## config.mk

```make
export PLATFORM = sky130hd
export DESIGN_NAME = pwm_blinker_with_command_byte
export DESIGN_NICKNAME = d
export VERILOG_FILES = /design/src/rtl/pwmb_pkg.sv /design/src/rtl/pwmb_ingress.sv /design/src/rtl/pwmb_core.sv /design/src/rtl/pwm_blinker_with_command_byte.sv
export VERILOG_INCLUDE_DIRS = /design/src /design/src/rtl
export SDC_FILE = /design/constraint.sdc
export NUM_CORES = 1
export LEC_CHECK = 0
export ABC_AREA = 1
export CORE_MARGIN = 2
export CORE_UTILIZATION = 55
export CTS_CLUSTER_DIAMETER = 30
export DETAILED_ROUTE_END_ITERATION = 10
export DONT_BUFFER_PORTS = 1
export PLACE_DENSITY_LB_ADDON = 0.3
export SETUP_SLACK_MARGIN = 0.02
export SKIP_CTS_REPAIR_TIMING = 1
export SLEW_MARGIN = 20
export SYNTH_ARGS = -nofsm -noshare
export SYNTH_HDL_FRONTEND = slang
export SYNTH_SLANG_ARGS = --single-unit
```

## constraint.sdc

```tcl
create_clock -name clock -period 8.28 [get_ports clock]
set_clock_uncertainty 0.2 [all_clocks]
set_input_delay 0.828 -clock clock [delete_from_list [all_inputs] [get_ports clock]]
set_output_delay 0.828 -clock clock [all_outputs]
set_load 0.005 [all_outputs]
```

## src/rtl/pwm_blinker_with_command_byte_macros.svh

```systemverilog
// assertion macros used by the pwm blinker rtl
`ifndef PWM_BLINKER_WITH_COMMAND_BYTE_MACROS_SVH
`define PWM_BLINKER_WITH_COMMAND_BYTE_MACROS_SVH

// consequent must hold in the cycle after the antecedent
`define PWMB_ASSERT_NEXT(label, ante, cons) \
   label: assert property (@(posedge clock) disable iff (reset) (ante) |=> (cons)) \
      else $error("pwmb: next-cycle check failed");

// consequent must hold in the same cycle as the antecedent
`define PWMB_ASSERT_NOW(label, ante, cons) \
   label: assert property (@(posedge clock) disable iff (reset) (ante) |-> (cons)) \
      else $error("pwmb: same-cycle check failed");

`endif

```

## src/rtl/pwmb_pkg.sv

```systemverilog
// types and constants shared by the pwm blinker modules
`default_nettype none

package pwmb_pkg;

   localparam int COUNT_W   = 16;
   localparam int BYTE_W    = 8;
   localparam int BLINK_W   = 7;
   localparam int PRODUCT_W = COUNT_W + BYTE_W;

   localparam logic [COUNT_W-1:0] PERIOD_RESET      = 16'd32768;
   localparam logic [COUNT_W-1:0] OFF_COMPARE_RESET = PERIOD_RESET / 4;
   localparam logic [BLINK_W-1:0] BLINK_MAX         = 7'd127;

   // command byte codes
   localparam logic [BYTE_W-1:0] CODE_CLEAR = 8'd200;
   localparam logic [BYTE_W-1:0] CODE_QUERY = 8'd255;
   localparam logic [BYTE_W-1:0] CODE_ON_A  = 8'd0;
   localparam logic [BYTE_W-1:0] CODE_ON_B  = 8'd100;

   // floor(x / 100) for x < 2**24 as (x * recip) >> 31, exact over that range
   localparam longint unsigned PERCENT    = 100;
   localparam int              DIV_SHIFT  = 31;
   localparam int              RECIP_W    = 25;
   localparam longint unsigned DIV_SCALE  = 64'd1 << DIV_SHIFT;
   localparam logic [RECIP_W-1:0] DIV_RECIP = RECIP_W'((DIV_SCALE + PERCENT - 1) / PERCENT);
   localparam int              SCALED_W   = PRODUCT_W + RECIP_W;

   // one registered input beat
   typedef struct packed {
      logic                 is_cmd;
      logic [BYTE_W-1:0]    cmd_byte;
      logic [PRODUCT_W-1:0] product;   // period * cmd_byte
   } item_type;

endpackage

`default_nettype wire

```

## src/rtl/pwmb_ingress.sv

```systemverilog
// input register, period register and period * byte product
`default_nettype none

module pwmb_ingress
   import pwmb_pkg::*;
(
   input  wire logic               clock,
   input  wire logic               reset,
   input  wire logic               csr_wr_en,
   input  wire logic [COUNT_W-1:0] csr_wr_data,
   input  wire logic               req_tvalid,
   output      logic               req_tready,
   input  wire logic [BYTE_W-1:0]  req_tdata,
   input  wire logic               req_tuser,
   input  wire logic               advance,
   output      logic               item_valid,
   output      item_type           item,
   output      logic [COUNT_W-1:0] period
);

   logic               valid_ff, valid_in;
   item_type           item_ff, item_in;
   logic [COUNT_W-1:0] period_ff, period_in;
   logic               accept;

   assign req_tready = !valid_ff || advance;
   assign accept     = req_tvalid && req_tready;

   always_comb begin
      valid_in  = valid_ff;
      item_in   = item_ff;
      period_in = period_ff;
      if (csr_wr_en) begin
         period_in = csr_wr_data;
      end
      if (accept) begin
         valid_in         = 1'b1;
         item_in.is_cmd   = req_tuser;
         item_in.cmd_byte = req_tdata;
         item_in.product  = PRODUCT_W'(req_tdata) * PRODUCT_W'(period_ff);
      end else if (advance) begin
         valid_in = 1'b0;
      end
   end

   always_ff @(posedge clock) begin
      if (reset) begin
         valid_ff  <= 1'b0;
         period_ff <= PERIOD_RESET;
      end else begin
         valid_ff  <= valid_in;
         period_ff <= period_in;
      end
   end

   always_ff @(posedge clock) begin
      item_ff <= item_in;
   end

   assign item_valid = valid_ff;
   assign item       = item_ff;
   assign period     = period_ff;

endmodule

`default_nettype wire

```

## src/rtl/pwmb_core.sv

```systemverilog
// timer, led and blink count state, doubling as the result register
`default_nettype none
`include "pwm_blinker_with_command_byte_macros.svh"

module pwmb_core
   import pwmb_pkg::*;
(
   input  wire logic               clock,
   input  wire logic               reset,
   input  wire logic               item_valid,
   input  wire item_type           item,
   input  wire logic [COUNT_W-1:0] period,
   output      logic               advance,
   output      logic               rsp_tvalid,
   input  wire logic               rsp_tready,
   output      logic [7:0]         rsp_tdata
);

   logic               rsp_valid_ff, rsp_valid_in;
   logic [COUNT_W-1:0] tick_ff, tick_in;
   logic [COUNT_W-1:0] off_ff, off_in;
   logic               events_ff, events_in;
   logic               led_ff, led_in;
   logic [BLINK_W-1:0] blinks_ff, blinks_in;
   logic [COUNT_W-1:0] tick_next;
   logic [SCALED_W-1:0] scaled;
   logic [COUNT_W-1:0] quotient;
   logic               tick_go;
   logic               force_on_go;
   logic               keep_blinks_go;

   assign advance   = item_valid && (!rsp_valid_ff || rsp_tready);
   assign tick_next = (tick_ff >= period) ? '0 : tick_ff + 16'd1;
   assign scaled    = SCALED_W'(item.product) * SCALED_W'(DIV_RECIP);
   assign quotient  = scaled[DIV_SHIFT +: COUNT_W];

   always_comb begin
      rsp_valid_in = rsp_valid_ff;
      tick_in      = tick_ff;
      off_in       = off_ff;
      events_in    = events_ff;
      led_in       = led_ff;
      blinks_in    = blinks_ff;
      if (advance) begin
         rsp_valid_in = 1'b1;
      end else if (rsp_tready) begin
         rsp_valid_in = 1'b0;
      end
      if (advance && !item.is_cmd) begin
         tick_in = tick_next;
         if (events_ff) begin
            // on-compare first, off-compare wins when both hit
            if (tick_next == period) begin
               led_in = 1'b1;
               if (blinks_ff != BLINK_MAX) begin
                  blinks_in = blinks_ff + 7'd1;
               end
            end
            if (tick_next == off_ff) begin
               led_in = 1'b0;
            end
         end
      end else if (advance) begin
         unique case (item.cmd_byte) inside
            CODE_CLEAR: begin
               blinks_in = '0;
            end
            CODE_QUERY: begin
            end
            CODE_ON_A, CODE_ON_B: begin
               events_in = 1'b0;
               led_in    = 1'b1;
            end
            default: begin
               off_in    = quotient;
               events_in = 1'b1;
            end
         endcase
      end
   end

   always_ff @(posedge clock) begin
      if (reset) begin
         rsp_valid_ff <= 1'b0;
         tick_ff      <= '0;
         off_ff       <= OFF_COMPARE_RESET;
         events_ff    <= 1'b1;
         led_ff       <= 1'b1;
         blinks_ff    <= '0;
      end else begin
         rsp_valid_ff <= rsp_valid_in;
         tick_ff      <= tick_in;
         off_ff       <= off_in;
         events_ff    <= events_in;
         led_ff       <= led_in;
         blinks_ff    <= blinks_in;
      end
   end

   assign rsp_tvalid = rsp_valid_ff;
   assign rsp_tdata  = {blinks_ff, led_ff};

   assign tick_go        = advance && !item.is_cmd;
   assign force_on_go    = advance && item.is_cmd &&
                           (item.cmd_byte == CODE_ON_A || item.cmd_byte == CODE_ON_B);
   assign keep_blinks_go = advance && !(item.is_cmd && item.cmd_byte == CODE_CLEAR);

   `PWMB_ASSERT_NEXT(a_force_on, force_on_go, !events_ff && led_ff)
   `PWMB_ASSERT_NEXT(a_led_frozen, tick_go && !events_ff, led_ff == $past(led_ff))
   `PWMB_ASSERT_NEXT(a_blinks_mono, keep_blinks_go, blinks_ff >= $past(blinks_ff))
   `PWMB_ASSERT_NOW(a_tick_step, $past(tick_go), tick_ff == '0 || tick_ff == $past(tick_ff) + 16'd1)

endmodule

`default_nettype wire

```

## src/rtl/pwm_blinker_with_command_byte.sv

```systemverilog
// top level of the pwm led blinker driven by ticks and command bytes
//
//  channel | dir | handshake               | payload
//  --------+-----+-------------------------+----------------------------------------
//  req     | in  | req_tvalid / req_tready | tdata: command_byte; tuser: command
//  rsp     | out | rsp_tvalid / rsp_tready | tdata: led_on, blink_count[7:1]
//  csr     | in  | csr_wr_en               | csr_wr_data: period_count
//
//  one beat per cycle sustained while rsp_tready is high; a beat's result reaches rsp via the steps below
//  input register: period * byte product formed on the way in
//  state regs: divide by 100 (reciprocal multiply), then timer and led update into state regs
//  reset: synchronous, period 32768, off-compare 8192, led lit, events on, count 0
//  rsp stall holds the result; one more beat is taken into the input register, then
//  req_tready drops until rsp_tready returns
`default_nettype none

module pwm_blinker_with_command_byte
   import pwmb_pkg::*;
(
   input  wire logic               clock,
   input  wire logic               reset,
   // configuration
   input  wire logic               csr_wr_en,
   input  wire logic [COUNT_W-1:0] csr_wr_data,    // period_count
   // input beats
   input  wire logic               req_tvalid,
   output      logic               req_tready,
   input  wire logic [BYTE_W-1:0]  req_tdata,      // [7:0] command_byte
   input  wire logic               req_tuser,      // [0] command: 0 tick, 1 byte
   // result beats
   output      logic               rsp_tvalid,
   input  wire logic               rsp_tready,
   output      logic [7:0]         rsp_tdata       // [0] led_on, [7:1] blink_count
);

   logic               item_valid;
   item_type           item;
   logic [COUNT_W-1:0] period;
   logic               advance;

   // input side: holds one beat and the period register
   pwmb_ingress u_ingress (
      .clock       (clock),
      .reset       (reset),
      .csr_wr_en   (csr_wr_en),
      .csr_wr_data (csr_wr_data),
      .req_tvalid  (req_tvalid),
      .req_tready  (req_tready),
      .req_tdata   (req_tdata),
      .req_tuser   (req_tuser),
      .advance     (advance),
      .item_valid  (item_valid),
      .item        (item),
      .period      (period)
   );

   // state update; led and count registers feed rsp_tdata directly
   pwmb_core u_core (
      .clock      (clock),
      .reset      (reset),
      .item_valid (item_valid),
      .item       (item),
      .period     (period),
      .advance    (advance),
      .rsp_tvalid (rsp_tvalid),
      .rsp_tready (rsp_tready),
      .rsp_tdata  (rsp_tdata)
   );

endmodule

`default_nettype wire
```

==> summary.txt <==
Run status
  • Status: finished clean

Global routing
  • Initial antenna violation count: 0
  • Grt ovf: 0
  • Vias in the first global route: 15.7k
  • First-pass GRT wire length: 80300 microns
  • GRT Overall Usage: 0.289
  • Largest net degree at the start of global routing: 47

Synthesis
  • Post-synth ARST share: 0
  • YS warnings: 0
  • Syn avg cell area: 8.20 sq um
  • Largest area contributor in the netlist: fa_1
  • Synth Net Count: 2904
  • Post-synth top flop: dfxtp_1
  • Seq cells post-synth: 92
  • Post-synth EDFFs: 33
  • Sequential-to-total area share from yosys stat: 0.116
  • Mapped cell area: 0.0187 sq mm
  • Cells after Synth: 2285
  • Synth top area share: 0.303
  • Largest cells by area after synthesis: fa_1, ha_1, inv_1
  • Distinct cells, synth: 47

Clock network
  • H-tree depth: 3
  • CTS tree: yes
  • Clock Root Buffer: clkbuf_16
  • Clock transition at path regs: 0.07 ns
  • CTS buffer count: 9
  • Sink Count: 92
  • Clk buf depth: 2
  • Worst skew pair latency: 0.37 ns

Critical path
  • CP max stage delay: 0.59 ns
  • Critical-path top delay cell: edfxtp_1
  • CP top delay family: adder cells
  • Kind of critical path: reg2reg
  • Reg2reg end: u_core.off_ff[4]
  • R2R cell count: 24
  • Worst setup path start: u_ingress.item[7]
  • Crit start category: flip-flop
  • Max FO, Critical Path: 8
  • Worst R2R Start: u_ingress.item[7]
  • Crit path top cell by count: inv_1
  • Crit path cell chain: inv_1 > fa_1 > inv_1 > fa_1 > inv_1 > fa_1 > inv_1 > fa_1 > fa_1 > fa_1 > inv_1 > fa_1 > inv_1 > ha_1 > nand2_1 > nor2_1 > inv_1 > nor2_1 > nand2_1 > o21ai_0 > a21oi_1 > xnor2_1 > o21ai_0 > inv_1
  • R2R Setup Slk: 1.64 ns
  • CP Capture Type: flip-flop
  • WP depth: 24
  • CP endpoint: u_core.off_ff[4]
  • WP data required: 8.34 ns
  • Crit path DAT: 6.70 ns
  • Buf+Inv Stages, Crit Path: 8

Detailed routing
  • Drt pass-1 iters: 5
  • Detail Route Antenna Nets: 0
  • Via-to-Cell Ratio: 5.42
  • Iter 0 DRT Violations: 1020
  • Vias: 14.6k
  • Total Wirelength: 48200 microns
  • Drt wl/cell: 17.9 microns
  • DRC violations left: 0

Die
  • Row cnt: 67
  • IO Pins: 40
  • Die Area: 0.0356 sq mm
  • Starting Density: 0.559
  • Core Area: 0.0335 sq mm
  • Chip Height: 189 microns
  • Die extent in x: 189 microns

Timing
  • TNS Setup: 0 ns
  • Fin crit period: 6.64 ns
  • RSZ-0062 raised after global routing: false
  • Relative slew slack: 0.308
  • Slew Limit Fails: 0
  • Hold Vio Cnt, Final: 0
  • Final Setup Violations: 0
  • Final critical-path share of the clock period: 0.802
  • Least-Margin Pin Slew: 1.03 ns
  • FMAX: 151 MHz

Cells and area
  • Most frequent cells in the layout: inv_1, nand2_1, ha_1
  • Antenna cell count: 0
  • Layout cell share with drive strength beyond 1: 0.0191
  • Area growth syn-to-layout: 3.41%
  • Commonest non-fill, non-tap cell in the layout: inv_1
  • Nets@finish: 2865

Worst hold path
  • Worst hold path class: reg2reg

Job
  • MaxCap Viol Count: 0

Placement
  • GPL Wtd Cong: 0.979
  • Number of port buffers: 0
  • Hpwl dp: 41700 microns
==> cell type report <==
class	count	area (sq um)
Fill cell	3047	14100
Multi-Input combinational cell	1557	14100
Inverter	581	2180
Sequential cell	92	2170
Tap cell	448	561
Clock buffer	10	239
Clock inverter	6	51.3
Timing Repair Buffer	5	37.5
==> worst register-to-register path, cell delays in order (launching register included) <==
cell and delay (ns):
edfxtp_1 0.59, inv_1 0.16, fa_1 0.52, inv_1 0.08, fa_1 0.51, inv_1 0.05, fa_1 0.47, inv_1 0.05
fa_1 0.48, fa_1 0.52, fa_1 0.50, inv_1 0.05, fa_1 0.51, inv_1 0.05, ha_1 0.32, nand2_1 0.10
nor2_1 0.15, inv_1 0.08, nor2_1 0.18, nand2_1 0.07, o21ai_0 0.35, a21oi_1 0.15, xnor2_1 0.16, o21ai_0 0.17
inv_1 0.06
==> state kept, by name, summed over array words and instances (netlist names) <==
name	cells
u_core.blinks_ff	7
u_core.events_ff	1
u_core.led_ff	1
u_core.off_ff	16
u_core.rsp_tvalid	1
u_core.tick_ff	16
u_ingress.item	33
u_ingress.item_valid	1
u_ingress.period	16
==> per-stage QoR <==
step           setup WS (ns)  area (sq um)  utilization  hold slack (ns)  std cells
3_5_place_dp            1.62         19100        0.569            0.268       2683
4_1_cts                 1.61         19400        0.578            0.280       2699
2_1_floorplan           2.26         18700            -            0.256       2285
3_3_place_gp            1.67         19100        0.569            0.272       2683
6_report                1.64         19400        0.578            0.282       2699
5_1_grt                 1.15         19400        0.578            0.312       2699
==> worst min-delay path by stage <==
stage / startpoint / end / slack [ns] / cells after the start
2_1_floorplan: u_core.off_ff[13] / u_core.off_ff[13] / 0.26 / 2
3_3_place_gp: u_core.off_ff[12] / u_core.off_ff[12] / 0.27 / 2
3_5_place_dp: u_core.off_ff[12] / u_core.off_ff[12] / 0.27 / 2
4_1_cts: u_core.off_ff[12] / u_core.off_ff[12] / 0.28 / 2
5_1_grt: reset / u_ingress.item_valid / 0.31 / 1
6_report: u_core.off_ff[12] / u_core.off_ff[12] / 0.28 / 2
==> cell families after synthesis <==
| kind of cell | after synthesis | synth area share |
|---|---|---|
| xor+xnor | 44 | 0.0210 |
| flops | 92 | 0.116 |
| buf+inv | 636 | 0.130 |
| compound gates | 270 | 0.0793 |
| simple gates | 654 | 0.147 |
| fa+ha+maj | 589 | 0.507 |
==> synthesized netlist by cell type (4+ instances only) <==
master and instances:
inv_1 580, nand2_1 374, ha_1 305, fa_1 284
nor2_1 134, a21oi_1 124, o21ai_0 92, nand3_1 63
dfxtp_1 59, clkbuf_1 45, nand4_1 37, edfxtp_1 33
xor2_1 29, nor3_1 15, xnor2_1 14, a21o_1 13
o211ai_1 10, a31oi_1 8, nor4_1 7, or2_2 7
nor3b_1 4, o21a_1 4, o21bai_1 4
==> per-layer routing <==
layer  part of all wire  GRT usage  vias up  wire length (microns)
li1                   -          -     6998                      -
met1               0.42      0.371     7081                  20400
met2               0.47      0.484      457                  22700
met3              0.063     0.0477      102                   3050
met4              0.044      0.122        0                   2100
met5                  0          0        -                      0
Power is left out: the tool's default activity adds up to more than one toggle a clock period on the data nets, which glitch-free logic cannot reach.
